`src/sv/bounded_stack_search_minmax_defines.svh`:
```
// Assertion macros shared by the stack design.
`ifndef BOUNDED_STACK_SEARCH_MINMAX_DEFINES_SVH
`define BOUNDED_STACK_SEARCH_MINMAX_DEFINES_SVH

// Property checked on every rising edge of clk, off while rst is high.
`define BSS_ASSERT(lbl, prop, msg) \
  lbl: assert property (@(posedge clk) disable iff (rst) (prop)) else $error(msg);

// Condition that must never be seen on a rising edge of clk.
`define BSS_ASSERT_NEVER(lbl, cond, msg) \
  `BSS_ASSERT(lbl, !(cond), msg)

`endif

```
`src/sv/bss_pkg.sv`:
```
package bss_pkg;

  // Width of one stored word.
  localparam int WORD_W = 32;

  // Default number of stack entries.
  localparam int DEPTH_DEFAULT = 64;

  // Operation codes carried by an item.
  typedef enum logic [2:0] {
    OP_PUSH   = 3'd0,
    OP_POP    = 3'd1,
    OP_PEEK   = 3'd2,
    OP_SEARCH = 3'd3,
    OP_MIN    = 3'd4,
    OP_MAX    = 3'd5
  } kind_t;

  // Result status codes.
  typedef enum logic [1:0] {
    ST_OK    = 2'd0,
    ST_EMPTY = 2'd1,
    ST_FULL  = 2'd2
  } status_t;

  // Control from the sequencer to the scan unit.
  typedef struct packed {
    logic step;      // read data holds a stored entry this cycle
    logic first;     // that entry is the first of the scan
    logic want_max;  // track the greatest rather than the least word
  } bss_ctl_t;

endpackage

```
`src/sv/bss_mem.sv`:
```
module bss_mem #(
  parameter int DEPTH = bss_pkg::DEPTH_DEFAULT,
  parameter int AW    = $clog2(DEPTH)
) (
  input  logic                            clk,
  input  logic                            we,
  input  logic [AW-1:0]                   waddr,
  input  logic signed [bss_pkg::WORD_W-1:0] wdata,
  input  logic [AW-1:0]                   raddr,
  output logic signed [bss_pkg::WORD_W-1:0] rdata
);

  logic signed [bss_pkg::WORD_W-1:0] mem [DEPTH];

  // One write port and one registered read port.
  always_ff @(posedge clk) begin
    if (we) begin
      mem[waddr] <= wdata;
    end
    rdata <= mem[raddr];
  end

endmodule

```
`src/sv/bss_alu.sv`:
```
module bss_alu (
  input  logic                              clk,
  input  bss_pkg::bss_ctl_t                 ctl,
  input  logic signed [bss_pkg::WORD_W-1:0] data,
  input  logic signed [bss_pkg::WORD_W-1:0] key,
  output logic signed [bss_pkg::WORD_W-1:0] best,
  output logic                              hit
);

  logic better;
  logic equal;

  // One signed compare for the extreme and one equality compare for the key.
  assign better = ctl.want_max ? (data > best) : (data < best);
  assign equal  = (data == key);

  // The first entry seeds both trackers; later entries update them.
  always_ff @(posedge clk) begin
    if (ctl.step) begin
      if (ctl.first) begin
        best <= data;
        hit  <= equal;
      end else begin
        if (better) begin
          best <= data;
        end
        hit <= hit | equal;
      end
    end
  end

endmodule

```
`src/sv/bounded_stack_search_minmax.sv`:
```
// Push and pop take one item per cycle while the sequencer is idle; peek returns the top entry from S_PEEK.
// Search, minimum and maximum read one stored entry per cycle through the single
// memory read port, then pass through S_FIN and S_DONE before the result.
// The result strobe is registered in S_DONE after the last step and cannot be stalled.
// Synchronous reset empties the stack and idles the sequencer; entries keep old data.
`include "bounded_stack_search_minmax_defines.svh"

module bounded_stack_search_minmax #(
  parameter int DEPTH = bss_pkg::DEPTH_DEFAULT
) (
  input  logic                              clk,
  input  logic                              rst,
  input  logic                              start,
  output logic                              busy,
  input  logic [2:0]                        kind,
  input  logic signed [bss_pkg::WORD_W-1:0] value,
  output logic                              strobe,
  output logic [1:0]                        status,
  output logic signed [bss_pkg::WORD_W-1:0] result_value,
  output logic                              found
);

  localparam int AW = $clog2(DEPTH);
  localparam int CW = $clog2(DEPTH + 1);

  typedef enum logic [4:0] {
    S_IDLE = 5'b00001,
    S_PEEK = 5'b00010,
    S_SCAN = 5'b00100,
    S_FIN  = 5'b01000,
    S_DONE = 5'b10000
  } state_t;

  state_t                            state;
  logic [CW-1:0]                     fill;
  logic [CW-1:0]                     fill_m1;
  logic [AW-1:0]                     idx;
  logic                              vld;
  logic                              first;
  bss_pkg::kind_t                    op;
  bss_pkg::kind_t                    kind_in;
  logic signed [bss_pkg::WORD_W-1:0] key;
  logic                              accept;
  logic                              is_full;
  logic                              is_empty;
  logic                              last_idx;
  logic                              we;
  logic [AW-1:0]                     raddr;
  logic signed [bss_pkg::WORD_W-1:0] rdata;
  logic signed [bss_pkg::WORD_W-1:0] best;
  logic                              scan_hit;
  bss_pkg::bss_ctl_t                 ctl;

  assign kind_in  = bss_pkg::kind_t'(kind);
  assign busy     = (state != S_IDLE);
  assign accept   = start && !busy;
  assign is_full  = (fill == CW'(DEPTH));
  assign is_empty = (fill == '0);
  assign fill_m1  = fill - 1'b1;
  assign last_idx = (CW'(idx) == fill_m1);
  assign we       = accept && (kind_in == bss_pkg::OP_PUSH) && !is_full;

  // Read address: the top entry when idle, the scan index otherwise.
  assign raddr = (state == S_IDLE) ? fill_m1[AW-1:0] : idx;

  // Scan unit control follows the registered read data.
  assign ctl.step     = vld;
  assign ctl.first    = first;
  assign ctl.want_max = (op == bss_pkg::OP_MAX);

  bss_mem #(
    .DEPTH (DEPTH),
    .AW    (AW)
  ) u_mem (
    .clk   (clk),
    .we    (we),
    .waddr (fill[AW-1:0]),
    .wdata (value),
    .raddr (raddr),
    .rdata (rdata)
  );

  bss_alu u_alu (
    .clk  (clk),
    .ctl  (ctl),
    .data (rdata),
    .key  (key),
    .best (best),
    .hit  (scan_hit)
  );

  // Item payload is held for the length of a scan.
  always_ff @(posedge clk) begin
    if (accept) begin
      op  <= kind_in;
      key <= value;
    end
    if (state == S_SCAN) begin
      first <= (idx == '0);
    end
  end

  // Sequencer, fill count and result register.
  always_ff @(posedge clk) begin
    if (rst) begin
      state  <= S_IDLE;
      fill   <= '0;
      idx    <= '0;
      vld    <= 1'b0;
      strobe <= 1'b0;
    end else begin
      strobe <= 1'b0;
      vld    <= (state == S_SCAN);
      unique case (state)
        S_IDLE: begin
          idx <= '0;
          if (start) begin
            status       <= bss_pkg::ST_OK;
            result_value <= '0;
            found        <= 1'b0;
            unique case (kind_in)
              bss_pkg::OP_PUSH: begin
                strobe <= 1'b1;
                if (is_full) begin
                  status <= bss_pkg::ST_FULL;
                end else begin
                  fill <= fill + 1'b1;
                end
              end
              bss_pkg::OP_POP: begin
                strobe <= 1'b1;
                if (is_empty) begin
                  status <= bss_pkg::ST_EMPTY;
                end else begin
                  fill <= fill_m1;
                end
              end
              bss_pkg::OP_PEEK: begin
                if (is_empty) begin
                  strobe <= 1'b1;
                  status <= bss_pkg::ST_EMPTY;
                end else begin
                  state <= S_PEEK;
                end
              end
              bss_pkg::OP_SEARCH: begin
                if (is_empty) begin
                  strobe <= 1'b1;
                end else begin
                  state <= S_SCAN;
                end
              end
              bss_pkg::OP_MIN, bss_pkg::OP_MAX: begin
                if (is_empty) begin
                  strobe <= 1'b1;
                  status <= bss_pkg::ST_EMPTY;
                end else begin
                  state <= S_SCAN;
                end
              end
              default: begin
                strobe <= 1'b1;
              end
            endcase
          end
        end
        S_PEEK: begin
          strobe       <= 1'b1;
          result_value <= rdata;
          state        <= S_IDLE;
        end
        S_SCAN: begin
          idx <= idx + 1'b1;
          if (last_idx) begin
            state <= S_FIN;
          end
        end
        S_FIN: begin
          state <= S_DONE;
        end
        S_DONE: begin
          strobe <= 1'b1;
          if (op == bss_pkg::OP_SEARCH) begin
            found <= scan_hit;
          end else begin
            result_value <= best;
          end
          state <= S_IDLE;
        end
        default: begin
          state <= S_IDLE;
        end
      endcase
    end
  end

  `BSS_ASSERT(a_push_grows, (accept && we) |=> (fill == $past(fill) + 1'b1), "bad push count")
  `BSS_ASSERT(a_full_status, (strobe && status == bss_pkg::ST_FULL) |-> is_full, "false full")
  `BSS_ASSERT(a_empty_status, (strobe && status == bss_pkg::ST_EMPTY) |-> is_empty, "false empty")
  `BSS_ASSERT_NEVER(a_scan_empty, (state == S_SCAN) && is_empty, "scan on empty stack")
  `BSS_ASSERT(a_scan_ends, (state == S_FIN) |=> (state == S_DONE) && !vld, "scan tail out of order")

endmodule
```
`config.mk`:
```
export PLATFORM = sky130hd
export DESIGN_NAME = bounded_stack_search_minmax
export DESIGN_NICKNAME = d
export VERILOG_FILES = /design/src/sv/bss_pkg.sv /design/src/sv/bss_mem.sv /design/src/sv/bss_alu.sv /design/src/sv/bounded_stack_search_minmax.sv
export VERILOG_INCLUDE_DIRS = /design/src /design/src/sv
export SDC_FILE = /design/constraint.sdc
export NUM_CORES = 2
export LEC_CHECK = 0
export BUFFER_PORTS_ARGS = -buffer_cell sky130_fd_sc_hd__buf_2
export CAP_MARGIN = 10
export CORE_MARGIN = 10
export CORE_UTILIZATION = 35
export DETAILED_ROUTE_END_ITERATION = 10
export GPL_TIMING_DRIVEN = 0
export SLEW_MARGIN = 10
export SYNTH_ARGS = -nofsm -noshare
export SYNTH_HDL_FRONTEND = slang
export SYNTH_SLANG_ARGS = --single-unit
```
`constraint.sdc`:
```
create_clock -name clk -period 7.2 [get_ports clk]
set_clock_uncertainty 0.2 [all_clocks]
set_input_delay 2.16 -clock clk [delete_from_list [all_inputs] [get_ports clk]]
set_output_delay 2.16 -clock clk [all_outputs]
set_load 0.005 [all_outputs]
```
# Word level (Yosys, flattened, before mapping)

Memory sizes are Yosys's and may differ from the RTL's. A register that Yosys moved wholly into a read port is not among the register bits.
Index checks and enable logic that the tools add are counted.

Bits in registers: 124
Bits in writable memories: 2048
Input port bits: 38
Output and inout port bits: 37
Word-level logic and storage cells: 99
Memories kept: 1

Memory list:

| name      | words | bits a word | rd ports | clocked after memory_dff | wr ports | line          | source |
|---|---|---|---|---|---|---|---|
| u_mem.mem | 64    | 32          | 1        | 1                        | 1        | bss_mem.sv:13 | `logic signed [bss_pkg::WORD_W-1:0] mem [DEPTH];` |

Add/sub/neg operators: 3
Order comparisons: 2
Eq/ne operators: 25
Mux-type cells: 30
Bitwise operators: 2
Reduce and logical (&&, ||, !) cells: 23

Operator list:

| cell                                                                  | number |
|---|---|
| 32-bit two-way mux                                                    | 4 |
| 32-bit case mux with 3 select lines                                   | 1 |
| 32-bit equality test                                                  | 1 |
| 32-bit greater-than comparator                                        | 1 |
| 32-bit less-than comparator                                           | 1 |
| 5-bit two-way mux                                                     | 4 |
| 5-bit case mux with 3 select lines                                    | 1 |
| 7-bit two-way mux                                                     | 2 |
| 7-bit case mux with 2 select lines                                    | 1 |
| 2-bit inequality test, second input constant                          | 6 |
| 6-bit case mux with 2 select lines                                    | 1 |
| 1-bit two-way mux                                                     | 10 |
| 5-bit case mux with 2 select lines                                    | 1 |
| 5-bit AND reduction                                                   | 2 |
| 3-bit by 2-bit equality test with 1-bit output, second input constant | 3 |
| 3-bit equality test, second input constant                            | 3 |
| 4-bit AND reduction                                                   | 2 |
| 2-bit nonzero test                                                    | 4 |
| 4-bit OR reduction                                                    | 2 |
| 7-bit by 1-bit adder with 7-bit output, second input constant         | 1 |
| 6-bit by 7-bit equality test with 1-bit output                        | 1 |
| 7-bit equality test, second input constant                            | 1 |
| 7-bit zero test                                                       | 1 |
| 7-bit by 1-bit subtractor with 7-bit output, second input constant    | 1 |
| other kinds (25)                                                      | 30 |

# Logic depth before layout (Yosys ltp)

Depth after elaboration: 7
Mapped depth: 15
Mapped depth without buffers: 10

# Cells and area by module

From an unflattened synthesis, not the netlist that was laid out.

Cell total of the unflattened synthesis: 3823
Area, all modules: 84603.6 µm²

Modules (own cells, without submodules):

| module                      | times used | cells each | area an instance (µm²) | seq. area each (µm²) |
|---|---|---|---|---|
| bss_mem                     | 1          | 3324       | 78512.8                | 62139.6 |
| bounded_stack_search_minmax | 1          | 305        | 3915.0                 | 2532.4 |
| bss_alu                     | 1          | 194        | 2175.8                 | 991.0 |

# Worst setup path before layout

No wires, ideal clock.

Path kind: input port to flip-flop
Start point: input port start
End point: memory u_mem.mem[48][0] (netlist bit), enable pin
Library setup time: 461 ps
Arrival time: 5524 ps
Data required time: 6539 ps
Setup slack: 1015 ps
Cell stages on the path: 4
Path buffers: 0
Cell sequence: nand2_1 -> inv_1 -> nand3_1 -> nor3_1

Cells in the longest elaborated chain, start to end: 5

Ends and longest elaborated chain:

| what                                    | line                              | source |
|---|---|---|
| from (decl)                             | bounded_stack_search_minmax.sv:13 | `input logic start,` |
| 1-bit logical AND                       | bounded_stack_search_minmax.sv:56 | `assign accept = start && !busy;` |
| named net accept                        | bounded_stack_search_minmax.sv:43 | `logic accept;` |
| 1-bit logical AND (2 in a row)          | bounded_stack_search_minmax.sv:61 | `assign we = accept && (kind_in == bss_pkg::OP_PUSH) && !is_full;` |
| 1-bit two-way mux                       | bss_mem.sv:17                     | `if (we) begin` |
| 1-bit two-way mux (implied by the code) | bss_mem.sv:18                     | `mem[waddr] <= wdata;` |
| to (decl)                               | bss_mem.sv:13                     |  |

The timed path passes the listed nets, and every way through them passes these cells.

# Final worst setup path

Start point: register fill[1]
End point: register u_mem.rdata[31] (netlist bit), read port of u_mem.mem

Cells in the longest elaborated chain, start to end: 2

Ends and longest elaborated chain:

| what                                        | line                               | source |
|---|---|---|
| from (decl)                                 | bounded_stack_search_minmax.sv:35  | `logic [CW-1:0] fill;` |
| from (signal assigned)                      | bounded_stack_search_minmax.sv:127 | `fill <= fill + 1'b1;` |
| from (signal assigned)                      | bounded_stack_search_minmax.sv:135 | `fill <= fill_m1;` |
| 7-bit by 1-bit subtractor with 7-bit output | bounded_stack_search_minmax.sv:59  | `assign fill_m1 = fill - 1'b1;` |
| 6-bit two-way mux                           | bounded_stack_search_minmax.sv:64  | `assign raddr = (state == S_IDLE) ? fill_m1[AW-1:0] : idx;` |
| to (decl)                                   | bss_mem.sv:10                      | `output logic signed [bss_pkg::WORD_W-1:0] rdata` |

No other way between the ends.
A chain may end at the register's enable or synchronous reset.

==> summary.txt <==
Pwr
  • PwrDens: between 300 and 400 mW/mm2
  • Leakage: approximately 0.032 uW
  • Max VDD drop: 0.225 mV

Cells and area
  • Fillers: roughly 22000
  • Area delta synth->final: 16.4%
  • Non-Filler Instances: just over 9000
  • Final core occ: about 41%
  • Share of post-route cells with drive strength above 1: 15.2%
  • # nets final: 5756

Global route
  • Global route hottest layer: met2
  • Largest net degree at the start of global routing: 66
  • Number of global-route vias before repair: 48700
  • Met2 Usage GRT: a little under a third
  • Overall Global Routing Usage: about a fifth
  • Initial antenna violation count: 30
  • Met3 usage: 4.14%
  • First-pass GRT wire length: approximately 370 mm
  • GR Overflow Total: 0
  • Met1 Use GR: 25.3%

STA
  • Final period utilization: 91.1%
  • RSZ-0062 raised after global routing: no
  • Fmax achieved: approximately 150 MHz
  • Worst Tran Pin Value: ~1300 ps
  • Fin. Hold Viols: 0
  • Slew Viols, Final: 0
  • # setup viols final: 0
  • Post-route minimum period: around 6600 ps
  • Rel. slew slack: between 10% and 20%

CTS
  • Worst-path clk slew: approximately 70 ps
  • Clock sinks: between 2000 and 2500
  • CTS max path bufs: 3
  • Htree depth: 4
  • Hold bufs inserted after CTS: 0
  • Post_cts resized: 0
  • Clock root cell: clkbuf_16
  • CTS tree: done
  • Post-CTS Setup Bufs: 0
  • Num CTS Buffers: ~220
  • Worst-skew pair later-pin latency: between 800 and 900 ps

Min path
  • Hold path start: vld$_SDFF_PP0_
  • Hold EP: u_alu.hit$_DFFE_PP_
  • Hold Path Stages: 0
  • HP Class: reg -> reg

Synth
  • Post-synth top area share: between 70% and 80%
  • Post-synthesis sequential area ratio: about 76%
  • Synth warnings: 0
  • EDFF count, synth: around 2200
  • Cell taking the most area after synthesis: edfxtp_1
  • Asr flop ratio synth: 0%
  • Post-Syn Nets: approximately 5400
  • Synth top cells by count: edfxtp_1 (2152), nand2_1 (917), a21oi_1 (466), clkbuf_1 (219), mux4_2 (205)
  • Seq cells post-synth: 2204
  • Synth area leaders: edfxtp_1 (75%), mux4_2 (5.4%), nand2_1 (4.0%)
  • Mapped Cells: 5284
  • Most common cell in the netlist: edfxtp_1
  • Synth unique cells: 69
  • Syn avg cell area: approximately 16 um2
  • Prevailing post-synth register cell: edfxtp_1
  • Post-Syn Area: 0.0859 mm2

Route
  • Via count: roughly 51000
  • DRT antenna net count: 0
  • Initial DRC Count: 6877
  • DRC Markers: 0
  • Wire per inst: ~29 um
  • Drt first pass iters: 7
  • Vias/cell: about 5.6
  • DRT Wirelength: 264 mm

Worst setup path
  • Crit start category: register
  • R2r startpoint: fill[1]$_SDFFE_PP0P_
  • Crit path max-delay cell type: a2111oi_1
  • Reg2Reg Depth: 13
  • Crit-path max FO: 10
  • CP top delay family: buffers and inverters
  • CP Cell Sequence: inv_1, ha_1, inv_1, nand3_1, nand2_1, buf_2, buf_2, clkbuf_1, a21oi_1, a22oi_1, o22ai_1, a2111oi_1, and3_1
  • Arr. time, crit path: a little over 7000 ps
  • CP peak stage delay: roughly 940 ps
  • CP endpoint kind: register
  • Crit path buf inv count: 5
  • Flop-to-flop setup slack: ~640 ps
  • FF-to-FF End: u_mem.rdata[31]$_DFF_P_
  • WP data required: slightly below 8000 ps
  • Critical path class: reg -> reg

Placement
  • PortBufs: 74
  • Post-detail-place hpwl: around 190 mm
  • GPL Wtd Cong: 0.900
  • DP Cell Count: 8667

Floorplanning
  • # IOs: 75
  • Die width: 515 um
  • Core Rows: ~180
  • Core ar.: between 0.2 and 0.25 mm2
  • Initial Utilization: 35.2%
  • Die area: roughly 0.27 mm2
  • Die H: a little over 500 um

Outcome
  • Outcome: finished clean

Flow run
  • Maxcap violations: 0
-- per-layer routing --
layer | vias to the layer above | share of wire [%]
li1 | 21500 | -
met1 | 26200 | 39
met2 | 2489 | 47
met3 | 409 | 9.1
met4 | 6 | 4.7
met5 | - | 0.013
-- worst max-delay path by stage --
stage	startpoint	depth (start not counted)	end
after global placement	start	5	u_mem.mem[48][15]$_DFFE_PP_
final	fill[1]$_SDFFE_PP0P_	13	u_mem.rdata[31]$_DFF_P_
after CTS	fill[1]$_SDFFE_PP0P_	12	u_mem.rdata[19]$_DFF_P_
after detailed placement	fill[1]$_SDFFE_PP0P_	12	u_mem.rdata[19]$_DFF_P_
after floorplan	start	4	u_mem.mem[48][0]$_DFFE_PP_
after global routing	fill[1]$_SDFFE_PP0P_	13	u_mem.rdata[31]$_DFF_P_
-- registers in the layout (all words and copies together), names as in the netlist --
register and flops:
fill 7, first 1, found 1, idx 6, key 32, op 3, result_value 32, state 5
status 2, strobe 1, u_alu.best 32, u_alu.hit 1, u_mem.mem 2048, u_mem.rdata 32, vld 1
-- where the power goes --
| group | switching (uW) | leakage [uW] | total (uW) | internal [uW] |
|---|---|---|---|---|
| clock | 4890 | 0.00330 | 10900 | 6040 |
| sequential | 216 | 0.0198 | 14400 | 14200 |
| combinational | 3540 | 0.00877 | 5060 | 1520 |
| total | 8650 | 0.0319 | 30400 | 21800 |
-- cells in the final DEF, fill, tap and decap left out, types with 33 or more instances in the layout --
master | synthesis | layout
a211oi_1 | 37 | 36
a21oi_1 | 466 | 466
a22o_1 | 33 | 33
a22oi_1 | 157 | 157
a31oi_1 | 102 | 102
and3_1 | 101 | 101
buf_12 | 2 | 51
buf_16 | 0 | 38
buf_2 | 45 | 90
buf_4 | 15 | 59
clkbuf_1 | 219 | 270
clkbuf_16 | 0 | 220
clkinv_1 | 0 | 49
clkinv_2 | 0 | 36
dfxtp_1 | 52 | 52
edfxtp_1 | 2152 | 2152
ha_1 | 36 | 36
inv_1 | 44 | 43
mux2i_1 | 33 | 33
mux4_2 | 205 | 205
nand2_1 | 917 | 917
nand3_1 | 152 | 152
nor2_4 | 0 | 63
o21ai_0 | 40 | 40
o22ai_1 | 68 | 68
xor2_1 | 43 | 43
-- logic make-up after synthesis --
kind of cell / Yosys count / share of synthesized area [%]
buffers and inverters: 387 / 2.14
and+or+nand+nor: 1346 / 6.68
muxes: 257 / 6.32
xor gates and xnor gates: 56 / 0.571
DFF: 2204 / 76.4
adders and majority gates: 36 / 0.524
AOI/OAI and AO/OA: 998 / 7.32
-- per-stage QoR --
step                area, um2  worst slack [ps]  hold slack, ps  setup TNS, ps  power [uW]
finish                 100000               639             336              0       30400
global route           100000               793             317              0       31300
CTS                     99900               686             325              0       30500
detailed placement      93200               691             308              0       19700
global placement        90300             -1850             304       -1417380       19500
floorplan               85900              1010             235              0       17200
-- area by class of cell --
cell class	count	area (um2)	share of cell area [%]
Clock inverter	119	932	0.932
Multi-Input combinational cell	2693	19000	19.0
Clock buffer	282	5840	5.84
Tap cell	3202	4010	4.01
Inverter	45	169	0.169
Buffer	342	1670	1.67
Sequential cell	2204	65700	65.7
Timing Repair Buffer	181	2650	2.65
Antenna cell	31	77.6	0.0776
(Power assumes the default switching activity.)
